`src/arpc_pkg.sv`:
```
package arpc_pkg;

    localparam int unsigned IP_W    = 32;
    localparam int unsigned MAC_W   = 48;
    localparam int unsigned AGE_W   = 9;
    localparam int unsigned CNT_W   = 5;
    // slot numbers travel at the width of the largest table (256 slots)
    localparam int unsigned SLOT_W  = 8;

    localparam logic [AGE_W-1:0] AGE_MAX   = 9'd511;
    localparam logic [CNT_W-1:0] COUNT_MAX = 5'd31;
    localparam logic [7:0]       AGE_LIMIT_RESET = 8'd20;

    localparam logic REG_AGE_LIMIT = 1'b0;

    typedef enum logic [1:0] {
        KIND_LEARN  = 2'd0,
        KIND_LOOKUP = 2'd1,
        KIND_TICK   = 2'd2
    } t_kind;

    // word moving down the cell chain, one cell per cycle
    typedef struct packed {
        logic              valid;
        t_kind             kind;
        logic [IP_W-1:0]   ip;
        logic [MAC_W-1:0]  mac;
        logic              hit;
        logic [MAC_W-1:0]  found_mac;
        logic              free_found;
        logic [SLOT_W-1:0] free_slot;
        logic [CNT_W-1:0]  expired;
    } t_probe;

    // write of a new entry, broadcast to all cells at the end of a learn
    typedef struct packed {
        logic              we;
        logic [SLOT_W-1:0] slot;
        logic [IP_W-1:0]   ip;
        logic [MAC_W-1:0]  mac;
    } t_commit;

endpackage

```
`src/arpc_cell.sv`:
```
module arpc_cell #(
    parameter int unsigned SLOT = 0
) (
    input  logic             i_clk,
    input  logic             i_rst_n,
    input  logic [7:0]       i_age_limit,
    input  arpc_pkg::t_probe  i_probe,
    input  arpc_pkg::t_commit i_commit,
    output arpc_pkg::t_probe  o_probe
);
    import arpc_pkg::*;

    logic             r_valid;
    logic [IP_W-1:0]  r_ip;
    logic [MAC_W-1:0] r_mac;
    logic [AGE_W-1:0] r_age;
    t_probe           r_probe;

    logic             n_valid;
    logic [IP_W-1:0]  n_ip;
    logic [MAC_W-1:0] n_mac;
    logic [AGE_W-1:0] n_age;
    t_probe           n_probe;

    logic             w_match;
    logic [AGE_W-1:0] w_age_inc;

    assign w_match   = r_valid && (r_ip == i_probe.ip);
    assign w_age_inc = (r_age == AGE_MAX) ? r_age : r_age + 9'd1;

    always_comb begin
        n_probe = i_probe;
        n_valid = r_valid;
        n_ip    = r_ip;
        n_mac   = r_mac;
        n_age   = r_age;
        if (i_probe.valid) begin
            case (i_probe.kind)
                KIND_LEARN: begin
                    if (w_match) begin
                        n_probe.hit = 1'b1;
                    end
                    // remember the lowest free slot
                    if (!r_valid && !i_probe.free_found) begin
                        n_probe.free_found = 1'b1;
                        n_probe.free_slot  = SLOT_W'(SLOT);
                    end
                end
                KIND_LOOKUP: begin
                    if (w_match && !i_probe.hit) begin
                        n_probe.hit       = 1'b1;
                        n_probe.found_mac = r_mac;
                    end
                end
                KIND_TICK: begin
                    if (r_valid) begin
                        n_age = w_age_inc;
                        if (w_age_inc > {1'b0, i_age_limit}) begin
                            n_valid = 1'b0;
                            if (i_probe.expired != COUNT_MAX) begin
                                n_probe.expired = i_probe.expired + 5'd1;
                            end
                        end
                    end
                end
                default: begin
                end
            endcase
        end
        if (i_commit.we && (i_commit.slot == SLOT_W'(SLOT))) begin
            n_valid = 1'b1;
            n_ip    = i_commit.ip;
            n_mac   = i_commit.mac;
            n_age   = '0;
        end
    end

    always_ff @(posedge i_clk) begin
        if (!i_rst_n) begin
            r_valid <= 1'b0;
            r_probe <= '0;
        end else begin
            r_valid <= n_valid;
            r_probe <= n_probe;
        end
    end

    always_ff @(posedge i_clk) begin
        r_ip  <= n_ip;
        r_mac <= n_mac;
        r_age <= n_age;
    end

    assign o_probe = r_probe;

endmodule

```
`config.mk`:
```
export PLATFORM = sky130hd
export DESIGN_NAME = arpc_cell
export DESIGN_NICKNAME = d
export VERILOG_FILES = /design/src/arpc_pkg.sv /design/src/arpc_cell.sv
export SDC_FILE = /design/constraint.sdc
export NUM_CORES = 1
export LEC_CHECK = 0
export ABC_AREA = 0
export BUFFER_PORTS_ARGS = -buffer_cell sky130_fd_sc_hd__buf_2
export CAP_MARGIN = 20
export CORE_MARGIN = 2
export CORE_UTILIZATION = 35
export DETAILED_ROUTE_END_ITERATION = 10
export PLACE_DENSITY = 0.66
export SLEW_MARGIN = 20
export SYNTH_ARGS = -nofsm -noshare
export SYNTH_HDL_FRONTEND = slang
export SYNTH_SLANG_ARGS = --single-unit
```
`constraint.sdc`:
```
create_clock -name i_clk -period 4.34 [get_ports i_clk]
set_clock_uncertainty 0.15 [all_clocks]
set_input_delay 0.868 -clock i_clk [delete_from_list [all_inputs] [get_ports i_clk]]
set_output_delay 0.868 -clock i_clk [all_outputs]
set_load 0.005 [all_outputs]
```
==> results of run 1 <==
## final cells by class
| type | count | area (um2) | share of cell area [%] |
|---|---|---|---|
| clock buffer | 37 | 763 | 6.73 |
| sequential | 236 | 5530 | 48.7 |
| multi-input combinational | 402 | 2450 | 21.6 |
| clock inverter | 11 | 108 | 0.949 |
| tap | 319 | 399 | 3.52 |
| timing repair buffer | 397 | 2040 | 18.0 |
| antenna | 3 | 7.51 | 0.0662 |
| inverter | 14 | 52.6 | 0.463 |
## synth_stat cells, types with 7 or more instances
master	count	area [um2]
dfxtp_1	156	3120
and2_1	90	563
edfxtp_1	80	2400
nand3_1	58	290
a21oi_1	55	275
o21ai_0	46	230
clkbuf_1	33	124
xnor2_1	24	210
nor2_1	20	75.1
nand2b_1	14	87.6
inv_1	13	48.8
nand2_1	11	41.3
ha_1	10	125
nor2b_1	10	62.6
nand4_1	7	43.8
nor3_1	7	35.0
o21ai_1	7	35.0
## sequential cells by signal, indices dropped and copies added (netlist names)
register  cells
r_valid       1
r_ip         32
r_mac        48
o_probe     146
r_age         9
## worst paths after layout
kind | start | end | slack (ns) | cells after the start
setup / recovery | r_age[0]$_SDFFE_PP0P_ | o_probe[1]$_SDFF_PN0_ | 1.07 | 12
hold / removal | i_commit[64] | r_ip[16]$_DFFE_PP_ | 0.37 | 1
setup reg to reg | r_age[0]$_SDFFE_PP0P_ | o_probe[1]$_SDFF_PN0_ | 1.07 | 12
hold reg to reg | r_age[6]$_SDFFE_PP0P_ | r_age[6]$_SDFFE_PP0P_ | 0.37 | 2
## cell families after synthesis
group | count (synthesis) | share of synthesized area (%)
AND/OR/NAND/NOR | 235 | 16.2
adder cells (fa/ha/maj) | 10 | 1.53
buffers and inverters | 55 | 2.97
flip-flops | 236 | 67.4
AO/OA/AOI/OAI | 125 | 8.45
XOR/XNOR | 27 | 2.88
multiplexers | 5 | 0.641
## stage by stage
stage	instances	instance area (um2)	utilization, %	setup WS [ns]	hold WS [ns]
2_1_floorplan	693	8200	-	1.08	0.342
3_3_place_gp	1367	10400	44.9	1.08	0.361
3_5_place_dp	1367	10400	44.9	1.09	0.364
4_1_cts	1415	11300	48.6	1.09	0.339
5_1_grt	1418	11300	48.7	0.739	0.346
6_report	1419	11300	48.8	1.07	0.368
## per-layer routing
| metal | vias up | track usage [%] |
|---|---|---|
| met5 | - | 0 |
| met4 | 4 | 6.80 |
| met3 | 53 | 3.58 |
| met2 | 226 | 30.7 |
| met1 | 3020 | 22.3 |
| li1 | 3173 | - |
## power by group through the flow
stage,Combinational [mW],Clock (mW),Sequential [mW]
2_1_floorplan,0.108,0,2.44
3_3_place_gp,0.334,0,2.42
3_5_place_dp,0.339,0,2.42
4_1_cts,0.341,2.27,2.38
5_1_grt,0.379,2.36,2.38
6_report,0.339,2.21,2.38
## critical path, cell delays in order, from the launching register on
cell	delay, ns
dfxtp_1	0.40
ha_1	0.23
and3_1	0.31
nand4_2	0.26
nand2_1	0.19
xnor2_1	0.14
ha_1	0.26
and3_1	0.16
and3_1	0.18
mux2i_1	0.12
a21oi_1	0.16
a211oi_1	0.41
mux2i_1	0.25
==> results.yml, run 1 <==
outcome:
  status: "finished clean"
global_route:
  overflow: 0
  grt_max_degree: 92
  grt.total_usage_pct: 17.9
  grt_pass1_wl_um: 34300
  grt_pass1_vias: 6175
  antenna_found_initial: 4
floorplan:
  die_area_um2: 24700
  core_um2: 23300
  row_count: 56
  die_w_um: 157
  die_height_um: 157
  io_pins: 391
  initial_core_util_pct: 35.3
clocking:
  cts_inserted_buffers: 26
  cts_tree: "built"
  clk_pin_slew_ns: 0.06
  cts_resized: 0
  post_cts_buffers: 0
  cts.path.max_buffers: 3
  clk_latency_ns: 0.52
  clock_sinks: 236
  htree_num_levels: 1
  cts_root_buffer: "clkbuf_16"
  cts_hold_buffers: 0
finish:
  fin_nets: 1332
  drive_gt1_share_pct: 40.8
  fill_cells: 2201
  final_cell_mix: "buf_2 (390), dfxtp_1 (156), and2_1 (90)"
  area_growth_pct: 38.3
  final_common_cell: "buf_2"
detailed_routing:
  dr_wl_met2_um: 11500
  vias: 6476
  wl_met1_um: 9670
  wl_met3_um: 1460
  avgRoutedWirePerCell_um: 16.5
  route.detailed.drc: 0
  via_per_inst: 4.56
  wl_um: 23400
  dr.max_layer_used: "met5"
  ant_nets: 0
  firstDrtPassIters: 4
  drt_iter0_drc: 289
setup_path:
  crit_type: "reg2reg"
  cp_max_fo: 9
  arrival_ns: 3.56
  startpoint_type: "register"
  cp.required_ns: 4.64
  critPathCaptureType: "register"
power:
  p_per_area_nw_per_um2: 434
  power_mw: 4.92
  power.switching_mw: 1.04
  clockPowerShare_pct: 44.8
  p_leak_nw: 5.01
  share_seq_of_total_power_pct: 48.3
  ir_worst_vdd_mv: 0.245
  p_int_mw: 3.88
  swShare_pct: 21.2
  combPwrFrac_pct: 6.9
logic_synthesis:
  synth_edf_count: 80
  syn_area_um2: 8200
  yosys_warnings: 0
  syn_nets: 948
  seq_area_frac_synth_pct: 67.4
  avgSynthCellArea_um2: 11.8
  yosys_most_used_dff: "dfxtp_1"
  synthCells: 693
  ys_ff_latch: 236
  async_flop_share_pct: 0
  synth_cell_types: 42
timing:
  worst_slew_pin_slew_ns: 0.741
  setup_viol: 0
  slew_viol_final: 0
  post-route-period-util_pct: 75.2
  finalCriticalPeriod_ns: 3.27
  fmax_mhz: 306
  max_slew_margin_pct: 50.6
  fin_setup_tns_ns: 0
  rsz0062_at_grt: "no"
  hold_viol_final: 0
place:
  gp_congestion: 0.805
  dp_hpwl_um: 17000
  io_buffers: 390
min_path:
  hp-class: "in2reg"
run:
  maxCapViolCount: 0
Note: power is estimated with default switching activity, not from simulation.
==> inputs of run 2 (changes only) <==
Settings changed: ABC_AREA 0 to 1, PLACE_DENSITY 0.66 to default.
Clock period 4.34 ns to 3.35 ns, I/O delays scaled along.
==> results.yml, run 2 <==
clocking:
  post_cts_buffers: 0
  clk_pin_slew_ns: 0.06
  cts_resized: 0
  htree_num_levels: 1
  cts_inserted_buffers: 27
  clk_latency_ns: 0.52
  cts_root_buffer: "clkbuf_16"
  cts.path.max_buffers: 3
  clock_sinks: 236
  cts_hold_buffers: 0
  cts_tree: "built"
detailed_routing:
  route.detailed.drc: 0
  dr_wl_met2_um: 11900
  dr.max_layer_used: "met4"
  wl_met1_um: 10200
  avgRoutedWirePerCell_um: 13.2
  drt_iter0_drc: 393
  vias: 7675
  ant_nets: 0
  wl_um: 24300
  firstDrtPassIters: 5
  wl_met3_um: 1590
  via_per_inst: 4.15
global_route:
  overflow: 0
  grt_pass1_vias: 7397
  grt.total_usage_pct: 17.3
  antenna_found_initial: 3
  grt_max_degree: 64
  grt_pass1_wl_um: 38500
timing:
  setup_viol: 0
  max_slew_margin_pct: 57.2
  fmax_mhz: 344
  worst_slew_pin_slew_ns: 0.643
  finalCriticalPeriod_ns: 2.90
  post-route-period-util_pct: 86.7
  slew_viol_final: 0
  hold_ws_ns: 0.173
  rsz0062_at_grt: "no"
  fin_setup_tns_ns: 0
  hold_viol_final: 0
setup_path:
  cp.required_ns: 3.60
  startpoint_type: "register"
  critPathCaptureType: "register"
  worstRegToRegCells: 18
  crit_type: "reg2reg"
  cp_max_fo: 7
  arrival_ns: 3.16
floorplan:
  die_area_um2: 27500
  io_pins: 391
  die_w_um: 166
  die_height_um: 166
  initial_core_util_pct: 35.4
  row_count: 59
  core_um2: 25900
place:
  dp.cells: 1797
  gp_congestion: 0.857
  io_buffers: 390
  dp_hpwl_um: 18200
logic_synthesis:
  synth_edf_count: 80
  synth.largest_area_cell: "dfxtp_1"
  ys_ff_latch: 236
  synth_top_area_share_pct: 34.1
  async_flop_share_pct: 0
  yosys_most_used_dff: "dfxtp_1"
  yosys_warnings: 0
  synth.most_common_cell: "inv_1"
  avgSynthCellArea_um2: 8.33
  yosys-top-cells-count: "inv_1 (320), nand2_1 (277), dfxtp_1 (156)"
  syn_nets: 1356
  seq_area_frac_synth_pct: 60.3
  synthCells: 1101
  synth_area_leaders: "dfxtp_1 (34%), edfxtp_1 (26%), inv_1 (13%)"
  synth_cell_types: 22
  syn_area_um2: 9170
power:
  p_leak_nw: 7.30
  p_int_mw: 4.97
  ir_worst_vdd_mv: 0.374
  share_seq_of_total_power_pct: 48.3
  p_per_area_nw_per_um2: 518
  swShare_pct: 22.3
  combPwrFrac_pct: 8.3
  clockPowerShare_pct: 43.4
  power.switching_mw: 1.42
finish:
  utilization_pct: 47.7
  drive_gt1_share_pct: 29.5
  final_cell_mix: "buf_2 (389), inv_1 (320), nand2_1 (277)"
  fin_cells: 1849
  largest_reg_flops: 146
  final_common_cell: "buf_2"
  area_growth_pct: 34.7
  fin_nets: 1746
outcome:
  status: "finished clean"
min_path:
  hp-class: "in2reg"
  worstHoldPathCells: 1
run:
  maxCapViolCount: 0
==> run 2: cell types whose count changed after synthesis, moves of 14 or more <==
cell	before	now
nand3_1	58	17
nand2b_1	14	0
xnor2_1	24	8
nand4_1	7	53
nor2_1	20	96
nand2_1	11	277
inv_1	13	320
and2_1	90	0
a21oi_1	55	14
o21ai_0	46	16
==> run 2: stage by stage <==
step | setup slack [ns] | cell area, um2 | power, mW
after floorplan | 0.783 | 9170 | 3.37
after global placement | 0.545 | 11500 | 3.68
after detailed placement | 0.456 | 11500 | 3.68
after CTS | 0.444 | 12300 | 6.49
after global routing | 0.0214 | 12400 | 6.68
final | 0.446 | 12400 | 6.39
==> run 2: metal layers <==
metal / vias up / track usage, %
li1: 4018 / -
met1: 3354 / 21.4
met2: 267 / 30.4
met3: 36 / 3.43
met4: 0 / 5.44
met5: - / 0
==> run 2: worst paths after layout <==
kind | slack [ns] | to | startpoint
max reg2reg | 0.45 | o_probe[0]$_SDFF_PN0_ | r_age[0]$_SDFFE_PP0P_
min | 0.17 | r_ip[11]$_DFFE_PP_ | i_commit[59]
min reg2reg | 0.33 | r_valid$_SDFFE_PN0P_ | r_valid$_SDFFE_PN0P_
max | 0.45 | o_probe[0]$_SDFF_PN0_ | r_age[0]$_SDFFE_PP0P_
==> run 2: power by group through the flow <==
stage / clock, mW / combinational (mW) / sequential, mW
floorplan: 0 / 0.210 / 3.16
global placement: 0 / 0.525 / 3.15
global route: 2.98 / 0.603 / 3.10
CTS: 2.86 / 0.535 / 3.09
detailed placement: 0 / 0.533 / 3.15
finish: 2.77 / 0.528 / 3.09
==> run 2: cell type report <==
class / instances / area, um2
sequential: 236 / 5530
clock inverter: 9 / 47.5
clock buffer: 40 / 806
fill: 2532 / 13600
multi-input combinational: 507 / 2300
tap: 335 / 419
inverter: 321 / 1210
timing repair buffer: 398 / 2040
antenna: 3 / 7.51
==> run 2: cells by family (layout without fill, tap and decap cells) <==
kind of cell | after synthesis | in the layout | synth area share (%)
adder cells (fa/ha/maj) | 10 | 10 | 1.36
AO/OA/AOI/OAI | 31 | 31 | 1.72
XOR/XNOR | 15 | 15 | 1.43
buffers and inverters | 358 | 768 | 14.9
AND/OR/NAND/NOR | 451 | 451 | 20.3
flip-flops | 236 | 236 | 60.3
other | 0 | 3 | 0
==> run 2: critical path, stage by stage, from the launching register on <==
cell and delay (ns):
dfxtp_1 0.39, ha_1 0.21, inv_1 0.06, nor2_1 0.16, nand2_1 0.10, nor2_1 0.18
inv_1 0.16, o21ai_0 0.23, inv_1 0.07, ha_1 0.29, nand3_1 0.07, nand2_1 0.06
nand2_1 0.05, nand2_1 0.05, nand2_1 0.04, nand2_1 0.07, nand4_1 0.18, o21ai_0 0.21
nor2_1 0.05
